### src/rtl/iddn_pkg.sv
`timescale 1ns / 1ps

package iddn_pkg;

  localparam int unsigned NUM_CHARS  = 10;
  localparam int unsigned CHAR_W     = 8;
  localparam int unsigned YEAR_W     = 14;  // 0..9999
  localparam int unsigned DOY_W      = 9;   // 0..365, March-based
  localparam int unsigned DAY_NUM_W  = 23;
  localparam int unsigned DASH_POS_A = 4;
  localparam int unsigned DASH_POS_B = 7;

  localparam logic [CHAR_W-1:0] DASH_CHAR = 8'h2D;
  localparam logic [CHAR_W-1:0] DIGIT_LO  = 8'h30;
  localparam logic [CHAR_W-1:0] DIGIT_HI  = 8'h39;

  localparam logic [3:0] MONTH_FEB = 4'd2;

  localparam int unsigned DAYS_PER_YEAR = 365;
  // 1970-01-01 counted from the March-based year 0 origin
  localparam int unsigned EPOCH_SHIFT   = 719468;
  // floor(x * RECIP_25 / 2^RECIP_SHIFT) == floor(x / 25) for x < 2500
  localparam int unsigned RECIP_25      = 1311;
  localparam int unsigned RECIP_SHIFT   = 15;

  typedef logic [NUM_CHARS-1:0][CHAR_W-1:0] iddn_chars_t;

  typedef struct packed {
    logic               ok;
    logic [YEAR_W-1:0]  yy;   // year, shifted back by one for Jan/Feb
    logic [DOY_W-1:0]   doy;  // day of the March-based year
  } iddn_fields_t;

  function automatic logic [4:0] month_days(input logic [3:0] m, input logic leap);
    logic [4:0] len;
    case (m)
      4'd1, 4'd3, 4'd5, 4'd7, 4'd8, 4'd10, 4'd12: len = 5'd31;
      4'd4, 4'd6, 4'd9, 4'd11:                    len = 5'd30;
      MONTH_FEB:                                   len = leap ? 5'd29 : 5'd28;
      default:                                     len = 5'd0;
    endcase
    return len;
  endfunction

  // (153 * mp + 2) / 5 for the March-based month index
  function automatic logic [DOY_W-1:0] month_start(input logic [3:0] mp);
    logic [DOY_W-1:0] s;
    case (mp)
      4'd0:    s = 9'd0;
      4'd1:    s = 9'd31;
      4'd2:    s = 9'd61;
      4'd3:    s = 9'd92;
      4'd4:    s = 9'd122;
      4'd5:    s = 9'd153;
      4'd6:    s = 9'd184;
      4'd7:    s = 9'd214;
      4'd8:    s = 9'd245;
      4'd9:    s = 9'd275;
      4'd10:   s = 9'd306;
      4'd11:   s = 9'd337;
      default: s = 9'd0;
    endcase
    return s;
  endfunction

endpackage

### src/rtl/iddn_parse.sv
`timescale 1ns / 1ps

module iddn_parse
  import iddn_pkg::*;
(
  input  iddn_chars_t  chars_i,
  output iddn_fields_t fields_o
);

  logic             fmt_ok;
  logic [3:0]       dg [NUM_CHARS];
  logic [YEAR_W-1:0] year;
  logic [6:0]       century;
  logic [6:0]       yr2;
  logic [6:0]       month;
  logic [6:0]       day;
  logic             leap;
  logic [4:0]       mlen;
  logic             month_ok;
  logic             day_ok;
  logic [3:0]       mp;

  always_comb begin
    fmt_ok = 1'b1;
    for (int i = 0; i < NUM_CHARS; i++) begin
      dg[i] = chars_i[i][3:0];
      if (i == DASH_POS_A || i == DASH_POS_B) begin
        fmt_ok = fmt_ok & (chars_i[i] == DASH_CHAR);
      end else begin
        fmt_ok = fmt_ok & (chars_i[i] inside {[DIGIT_LO:DIGIT_HI]});
      end
    end
  end

  assign century = 7'(dg[0]) * 7'd10 + 7'(dg[1]);
  assign yr2     = 7'(dg[2]) * 7'd10 + 7'(dg[3]);
  assign year    = 14'(century) * 14'd100 + 14'(yr2);
  assign month   = 7'(dg[5]) * 7'd10 + 7'(dg[6]);
  assign day     = 7'(dg[8]) * 7'd10 + 7'(dg[9]);

  // century years are leap only when the century count divides by four
  assign leap = (yr2 == 7'd0) ? (century[1:0] == 2'd0) : (yr2[1:0] == 2'd0);

  assign month_ok = (month >= 7'd1) && (month <= 7'd12);
  assign mlen     = month_days(month[3:0], leap);
  assign day_ok   = (day >= 7'd1) && (day <= 7'(mlen));

  assign mp = (month > 7'(MONTH_FEB)) ? (month[3:0] - 4'd3) : (month[3:0] + 4'd9);

  always_comb begin
    fields_o.ok  = fmt_ok && (year != '0) && month_ok && day_ok;
    fields_o.yy  = (month <= 7'(MONTH_FEB)) ? (year - 14'd1) : year;
    fields_o.doy = month_start(mp) + 9'(day[4:0]) - 9'd1;
  end

endmodule

### src/rtl/iddn_days.sv
`timescale 1ns / 1ps

module iddn_days
  import iddn_pkg::*;
(
  input  iddn_fields_t                fields_i,
  output logic                        date_valid_o,
  output logic signed [DAY_NUM_W-1:0] day_number_o
);

  logic [YEAR_W-3:0]              q4;
  logic [YEAR_W-3+11:0]           q4_prod;
  logic [6:0]                     q100;
  logic [4:0]                     q400;
  logic [DAY_NUM_W-1:0]           pos;

  // era form folded: 146097 = 400*365 + 100 - 4 + 1
  assign q4      = fields_i.yy[YEAR_W-1:2];
  assign q4_prod = 23'(q4) * 23'(RECIP_25);
  assign q100    = q4_prod[RECIP_SHIFT +: 7];
  assign q400    = q100[6:2];

  assign pos = 23'(fields_i.yy) * 23'(DAYS_PER_YEAR) + 23'(q4) - 23'(q100)
             + 23'(q400) + 23'(fields_i.doy);

  assign date_valid_o = fields_i.ok;
  assign day_number_o = fields_i.ok ? $signed(pos - 23'(EPOCH_SHIFT)) : '0;

endmodule

### src/rtl/iso_date_to_day_number_core.sv
`timescale 1ns / 1ps
// Path: input register, then parse/day-count logic, then the result register that drives out_valid.
// Throughput: one date per cycle unless out_ready stalls; an input register feeds
// parse/day-count logic that lands in the output register, and in_ready stays high
// while that register drains or is free.
// Reset: synchronous active-low rst_n empties both stages; payload is not reset.

module iso_date_to_day_number_core
  import iddn_pkg::*;
(
  input  logic                        clk,
  input  logic                        rst_n,
  input  logic                        in_valid,
  output logic                        in_ready,
  input  logic [7:0]                  in_pos0_char,
  input  logic [7:0]                  in_pos1_char,
  input  logic [7:0]                  in_pos2_char,
  input  logic [7:0]                  in_pos3_char,
  input  logic [7:0]                  in_pos4_char,
  input  logic [7:0]                  in_pos5_char,
  input  logic [7:0]                  in_pos6_char,
  input  logic [7:0]                  in_pos7_char,
  input  logic [7:0]                  in_pos8_char,
  input  logic [7:0]                  in_pos9_char,
  output logic                        out_valid,
  input  logic                        out_ready,
  output logic                        out_date_valid,
  output logic signed [DAY_NUM_W-1:0] out_day_number
);

  logic                        s1_valid_r, s1_valid_nxt;
  iddn_chars_t                 s1_chars_r, s1_chars_nxt;
  logic                        out_valid_r, out_valid_nxt;
  logic                        out_date_valid_r, out_date_valid_nxt;
  logic signed [DAY_NUM_W-1:0] out_day_number_r, out_day_number_nxt;

  logic         in_xfer;
  logic         s1_adv;
  iddn_fields_t fields;
  logic         calc_valid;
  logic signed [DAY_NUM_W-1:0] calc_day;

  assign s1_adv   = s1_valid_r && (!out_valid_r || out_ready);
  assign in_ready = !s1_valid_r || !out_valid_r || out_ready;
  assign in_xfer  = in_valid && in_ready;

  iddn_parse u_parse (
    .chars_i  (s1_chars_r),
    .fields_o (fields)
  );

  iddn_days u_days (
    .fields_i     (fields),
    .date_valid_o (calc_valid),
    .day_number_o (calc_day)
  );

  always_comb begin
    s1_valid_nxt = s1_valid_r;
    if (in_xfer) begin
      s1_valid_nxt = 1'b1;
    end else if (s1_adv) begin
      s1_valid_nxt = 1'b0;
    end

    s1_chars_nxt = s1_chars_r;
    if (in_xfer) begin
      s1_chars_nxt = {in_pos9_char, in_pos8_char, in_pos7_char, in_pos6_char, in_pos5_char,
                      in_pos4_char, in_pos3_char, in_pos2_char, in_pos1_char, in_pos0_char};
    end

    out_valid_nxt = out_valid_r;
    if (s1_adv) begin
      out_valid_nxt = 1'b1;
    end else if (out_ready) begin
      out_valid_nxt = 1'b0;
    end

    out_date_valid_nxt = s1_adv ? calc_valid : out_date_valid_r;
    out_day_number_nxt = s1_adv ? calc_day   : out_day_number_r;
  end

  always_ff @(posedge clk) begin
    if (!rst_n) begin
      s1_valid_r  <= 1'b0;
      out_valid_r <= 1'b0;
    end else begin
      s1_valid_r  <= s1_valid_nxt;
      out_valid_r <= out_valid_nxt;
    end
  end

  always_ff @(posedge clk) begin
    s1_chars_r       <= s1_chars_nxt;
    out_date_valid_r <= out_date_valid_nxt;
    out_day_number_r <= out_day_number_nxt;
  end

  assign out_valid      = out_valid_r;
  assign out_date_valid = out_date_valid_r;
  assign out_day_number = out_day_number_r;

endmodule

### config.mk
export PLATFORM = sky130hd
export DESIGN_NAME = iso_date_to_day_number_core
export DESIGN_NICKNAME = d
export VERILOG_FILES = /design/src/rtl/iddn_pkg.sv /design/src/rtl/iddn_parse.sv /design/src/rtl/iddn_days.sv /design/src/rtl/iso_date_to_day_number_core.sv
export SDC_FILE = /design/constraint.sdc
export NUM_CORES = 1
export LEC_CHECK = 0
export BUFFER_PORTS_ARGS = -buffer_cell sky130_fd_sc_hd__buf_4
export CAP_MARGIN = 30
export CORE_ASPECT_RATIO = 1.5
export CORE_UTILIZATION = 45
export DETAILED_ROUTE_END_ITERATION = 8
export GPL_ROUTABILITY_DRIVEN = 1
export PLACE_DENSITY = 0.65
export SYNTH_ARGS = -nofsm -noshare
export SYNTH_HDL_FRONTEND = slang
export SYNTH_SLANG_ARGS = --single-unit
### constraint.sdc
create_clock -name clk -period 12.48 [get_ports clk]
set_clock_uncertainty 0.15 [all_clocks]
set_input_delay 1.248 -clock clk [delete_from_list [all_inputs] [get_ports clk]]
set_output_delay 1.248 -clock clk [all_outputs]
set_load 0.02 [all_outputs]
Word-level counts from Yosys, hierarchy flattened
Memories as Yosys holds them, arrays and structs flattened.
Index checks and enable logic that the tools add are counted.
Widths: inputs -> output; s select.
{"block": "word_totals", "regBits": 106, "latchBits": 0, "ram_bits": 0, "romBits": 144, "input_bits": 84, "output_inout_bits": 26, "elab_cells": 119, "mem_count": 1}
{"memory": "(name not given)", "words": 16, "width": 9, "rd": 1, "rd_clocked_by_memory_dff": 0, "wr": 0, "line_no": "iddn_pkg.sv:48", "text": "case (mp)"}
{"block": "op_classes", "n_addsub": 15, "n_mul": 7, "n_div": 0, "n_lt_le_gt_ge": 22, "eq_ne": 14, "n_shift": 0, "mux": 9, "n_bitwise": 9, "n_reduce_logical": 28}
{"operator": "$ge 8x6->1 const B", "count": 8}
{"operator": "$le 8x6->1 const B", "count": 8}
{"operator": "$add 7x4->7", "count": 4}
{"operator": "$mul 4x3->6 const B", "count": 4}
{"operator": "$add 23x12->23", "count": 1}
{"operator": "$add 23x5->23", "count": 1}
{"operator": "$add 23x9->23", "count": 1}
{"operator": "$mul 14x9->23 const B", "count": 1}
{"operator": "$sub 23x20->23 const B", "count": 1}
{"operator": "$sub 23x7->23", "count": 1}
{"operator": "$mul 12x11->22 const B", "count": 1}
{"operator": "$eq 4x4->1 const B", "count": 5}
{"operator": "$eq 4x3->1 const B", "count": 4}
{"operator": "$eq 8x6->1 const B", "count": 2}
{"operator": "$logic_and 1x1->1", "count": 15}
{"operator": "$pmux 5 s3", "count": 1}
{"operator": "$add 14x7->14", "count": 1}
{"operator": "$ge 7x1->1 const B", "count": 2}
{"operator": "$mux 14", "count": 1}
{"operator": "$reduce_bool 14->1", "count": 1}
{"operator": "$sub 14x1->14 const B", "count": 1}
{"operator": "$mul 7x5->12 const B", "count": 1}
{"operator": "$add 9x5->9", "count": 1}
{"operator": "$and 1x1->1", "count": 9}
{"operator": "other kinds (18)", "count": 29}

Longest topological paths before layout
{"block": "depth", "word_depth": 14, "ltp_mapped": 58, "depth_no_buf": 57}

By module
From an unflattened synthesis, not the netlist that was laid out.
{"block": "unflattened", "hier_cells": 1183, "hier_area_um2": 12876.1}
{"module": "iddn_days", "instances": 1, "cells_per_inst": 692, "area_each_um2": 6681.4, "seq_area_each_um2": 0.0}
{"module": "iso_date_to_day_number_core", "instances": 1, "cells_per_inst": 113, "area_each_um2": 3226.8, "seq_area_each_um2": 3163.0}
{"module": "iddn_parse", "instances": 1, "cells_per_inst": 378, "area_each_um2": 2967.8, "seq_area_each_um2": 0.0}

Worst setup path after synthesis
OpenSTA, ideal clock, no wires.
{"block": "synth_timing", "kind": "register to register", "startpoint": "register s1_chars_r[0] in the netlist's numbering", "endpoint": "register out_day_number_r[21], in the netlist out_day_number[21], data pin", "setup_time_ps": 207, "arrival_time_ps": 12987, "t_required_ps": 12123, "setup_slack_ps": -864, "path_stages_with_launch": 53, "n_path_buf": 0, "synth_period_minus_slack_ps": 13344, "cell_sequence": "edfxtp_1 > ha_1 > ha_1 > xnor2_1 > ha_1 > ha_1 > ha_1 > xnor2_1 > ha_1 > xnor2_1 > nand2_1 > or3_1 > or2_1 > o22a_1 > mux2i_2 > xor2_2 > inv_1 > fa_1 > [17 not listed] > fa_1 > inv_1 > fa_1 > inv_1 > ha_1 > fa_1 > fa_1 > ha_1 > ha_1 > a21o_1 > a21o_1 > a211oi_1 > o31ai_1 > a21o_1 > a211oi_1 > nor2_1 > mux2i_1 > a2111oi_0"}
{"block": "synth_between", "elab_chain_cells": 14, "word_cells_on_any_way": 35, "classes_between": "add/sub (8); mul (4); order compare (3); mux (4); bitwise (9); reduce/logical (7)"}
{"item": "start: declaration", "line_no": "iso_date_to_day_number_core.sv:32", "text": "iddn_chars_t s1_chars_r, s1_chars_nxt;"}
{"item": "start signal: assignment", "line_no": "iso_date_to_day_number_core.sv:94", "text": "s1_chars_r <= s1_chars_nxt;"}
{"item": "parallel branches: the longest is 14 deep, another holds $mul 14x9->23"}
{"item": "end signal: assignment", "line_no": "iso_date_to_day_number_core.sv:96", "text": "out_day_number_r <= out_day_number_nxt;"}
{"item": "end: declaration", "line_no": "iso_date_to_day_number_core.sv:35", "text": "logic signed [DAY_NUM_W-1:0] out_day_number_r, out_day_number_nxt;"}
Several ways; the timed one is not identified.
A chain may end at the register's enable or synchronous reset.

Final worst setup path
{"block": "layout_timing", "startpoint": "register s1_chars_r[1] in the netlist's numbering", "endpoint": "register out_day_number_r[20], in the netlist out_day_number[20], data pin"}
Same word-level chain as after synthesis.

==> metrics.md <==
| Metric | Value |
|---|---|
| Hold Buf Count CTS | 0 |
| Htree depth | 3 |
| Critical Path Start Type | flip-flop |
| Ys async rst share | 0% |
| Crit Path Max Fanout | 4 |
| GPL Wtd Cong | 0.8884 |
| Layout cells sized above 1 | 29.12% |
| Detail Placement HPWL | 25070 µm |
| Post-synth EDFFs | 104 |
| Layout area overhead | 29.01% |
| CTS root buf | clkbuf_16 |
| Cts bufs inserted | 9 |
| Synth Area per Inst | 10.60 µm² |
| Cells after Synth | 1226 |
| DR vias/cell | 5.147 |
| Placed insts | 1803 |
| Std-Cell Rows | 75 |
| Fmax | 77.69 MHz |
| Required time of the critical path | 12.46 ns |
| First-pass GRT wire length | 47860 µm |
| # fillers | 2334 |
| Initial antenna violation count | 0 |
| CTS tree | done |
| Flops & latches, synth | 106 |
| Layout Nets | 1954 |
| Worst Path Buf+Inv | 12 |
| Ports | 110 |
| R2R Setup Slk | -0.39 ns |
| Predominant post-synthesis flop cell | edfxtp_1 |
| RSZ-0062 raised after global routing | true |
| Crit-path max cell delay | 0.59 ns |
| WP data arrival | 12.85 ns |
| Fin util | 59.53% |
| Critical path class | reg -> reg |
| Sum Neg Setup Slack | -2.881 ns |
| Crit. End Element | flip-flop |
| Fin cells | 1843 |
| Final WL | 29360 µm |
| Family with the most delay on the worst path | adder cells |
| Yosys Warn Count | 0 |
| Final Max Slew Viols | 0 |
| Die area | 0.02957 mm² |
| Final hold vios | 0 |
| N_diodes | 0 |
| DR pass1 iterations | 4 |
| Number of global-route vias before repair | 10370 |
| Clock sink count | 106 |
| Worst slew margin | 42.07% |
| DRC errors left | 0 |
| Fin crit period | 12.87 ns |
| Pin count of the biggest net entering global routing | 75 |
| Setup Viol. Count Final | 13 |
| Routed WL per cell | 15.93 µm |
| Hold crit path type | reg -> reg |
| Status | finished with violations |
| Congestion Overflow GR | 0 |
| Distinct cell type count of the synthesized netlist | 70 |
| Die width | 140.7 µm |
| Fin crit share | 103.1% |
| MaxCap Viol Count | 0 |
| Worst-Margin Slew | 0.8690 ns |
| Die Span Y | 210.1 µm |
| Post-Syn Nets | 1688 |
| Clock transition at the registers of the reported paths | 0.08 ns |
| Initial Util | 46.15% |
| Setup ws final | -0.3923 ns |
| Core Region | 0.02815 mm² |
| Worst skew pair latency | 0.37 ns |
| Failing checks | setup timing |
| Sequential-to-total area share from yosys stat | 24.35% |
| Synth Cell Area | 0.01299 mm² |
| Pre-CTS setup slack | -0.7815 ns |
| Starting DRT DRC Count | 283 |
| CP most frequent cell | ha_4 |
| Port bufs | 109 |
| Antenna-violating nets left | 0 |
| DR vias | 9486 |
| GRT Util Overall | 20.95% |
| Maximum clock insertion buffer count | 2 |
| Slowest CP cell | fa_2 |
-- synthesized netlist by cell type, types with 15 or more instances --
library cell | n | area (µm²)
a21o_1 | 24 | 180.2
a21oi_1 | 43 | 215.2
edfxtp_1 | 104 | 3123
fa_1 | 132 | 2643
ha_1 | 246 | 3078
inv_1 | 274 | 1028
nand2_1 | 36 | 135.1
nand3_1 | 15 | 75.07
nor2_1 | 59 | 221.5
nor2b_1 | 15 | 93.84
o21ai_0 | 27 | 135.1
xnor2_1 | 43 | 376.6
xor2_1 | 35 | 306.5
-- logic make-up (layout without fill, tap and decap cells) --
kind of cell,after synthesis,count (layout),share of synthesized area (%)
xor gates and xnor gates,81,81,5.769
AOI/OAI and AO/OA,167,167,8.890
DFF,106,106,24.35
and+or+nand+nor,209,209,8.427
muxes,4,4,0.3467
buffers and inverters,281,552,8.186
adders and majority gates,378,378,44.03
-- through the flow --
| step | hold WS (ns) | instance area, µm² |
|---|---|---|
| 2_1_floorplan | 0.3268 | 13460 |
| 3_3_place_gp | 0.3488 | 15630 |
| 3_5_place_dp | 0.3523 | 15650 |
| 4_1_cts | 0.3725 | 16310 |
| 5_1_grt | 0.4056 | 16760 |
| 6_report | 0.3675 | 16760 |
-- sequential cells by signal (all words and copies together) (netlist names) --
name	flops
s1_valid_r	1
out_valid	1
s1_chars_r	80
out_date_valid	1
out_day_number	23
-- per-layer routing --
layer	GRT usage [%]	wire length [µm]	vias up
met5	0	0	-
met4	8.546	1011	0
met3	2.817	729	56
met2	42.49	17200	144
met1	20.89	10430	4632
li1	-	-	4654
-- layout by cell type, fill, tap and decap left out, types with 12 or more instances in the layout --
cell / Yosys / final
buf_4: 0 / 254
xnor2_1: 43 / 33
inv_2: 0 / 18
ha_4: 0 / 35
nor2_1: 59 / 53
nor2b_1: 15 / 12
o21a_1: 12 / 12
a21oi_1: 43 / 31
xor2_1: 35 / 30
ha_1: 246 / 208
edfxtp_1: 104 / 104
nand4_1: 14 / 14
nand3_1: 15 / 13
fa_1: 132 / 125
nand2_1: 36 / 34
o21ai_0: 27 / 19
a21o_1: 24 / 24
inv_1: 274 / 253
-- path summary, 6_finish.rpt --
path         cells after the start          start                 end
min                              1     s1_valid_r           out_valid
max                             54  s1_chars_r[1]  out_day_number[20]
min reg2reg                      1     s1_valid_r           out_valid
max reg2reg                     54  s1_chars_r[1]  out_day_number[20]
-- layout make-up --
type / count / area, µm² / share of cell area [%]
well taps: 346 / 432.9 / 2.583
repair buffers: 262 / 2018 / 12.04
clock inverters: 7 / 82.58 / 0.4927
flip-flops and latches: 106 / 3163 / 18.87
inverters: 274 / 1036 / 6.181
clock buffers: 9 / 225.2 / 1.344
multi-input cells: 839 / 9802 / 58.48
-- timing repair --
item / 4_1_cts / 5_1_grt
resized for setup: 49 / 66
setup buffers: 15 / 12
pin swaps: 58 / 59
endpoints found under the setup margin: 16 / 19
Power is not shown: default switching activity piles up to over one toggle a cycle in this logic, so the estimate is an artifact.
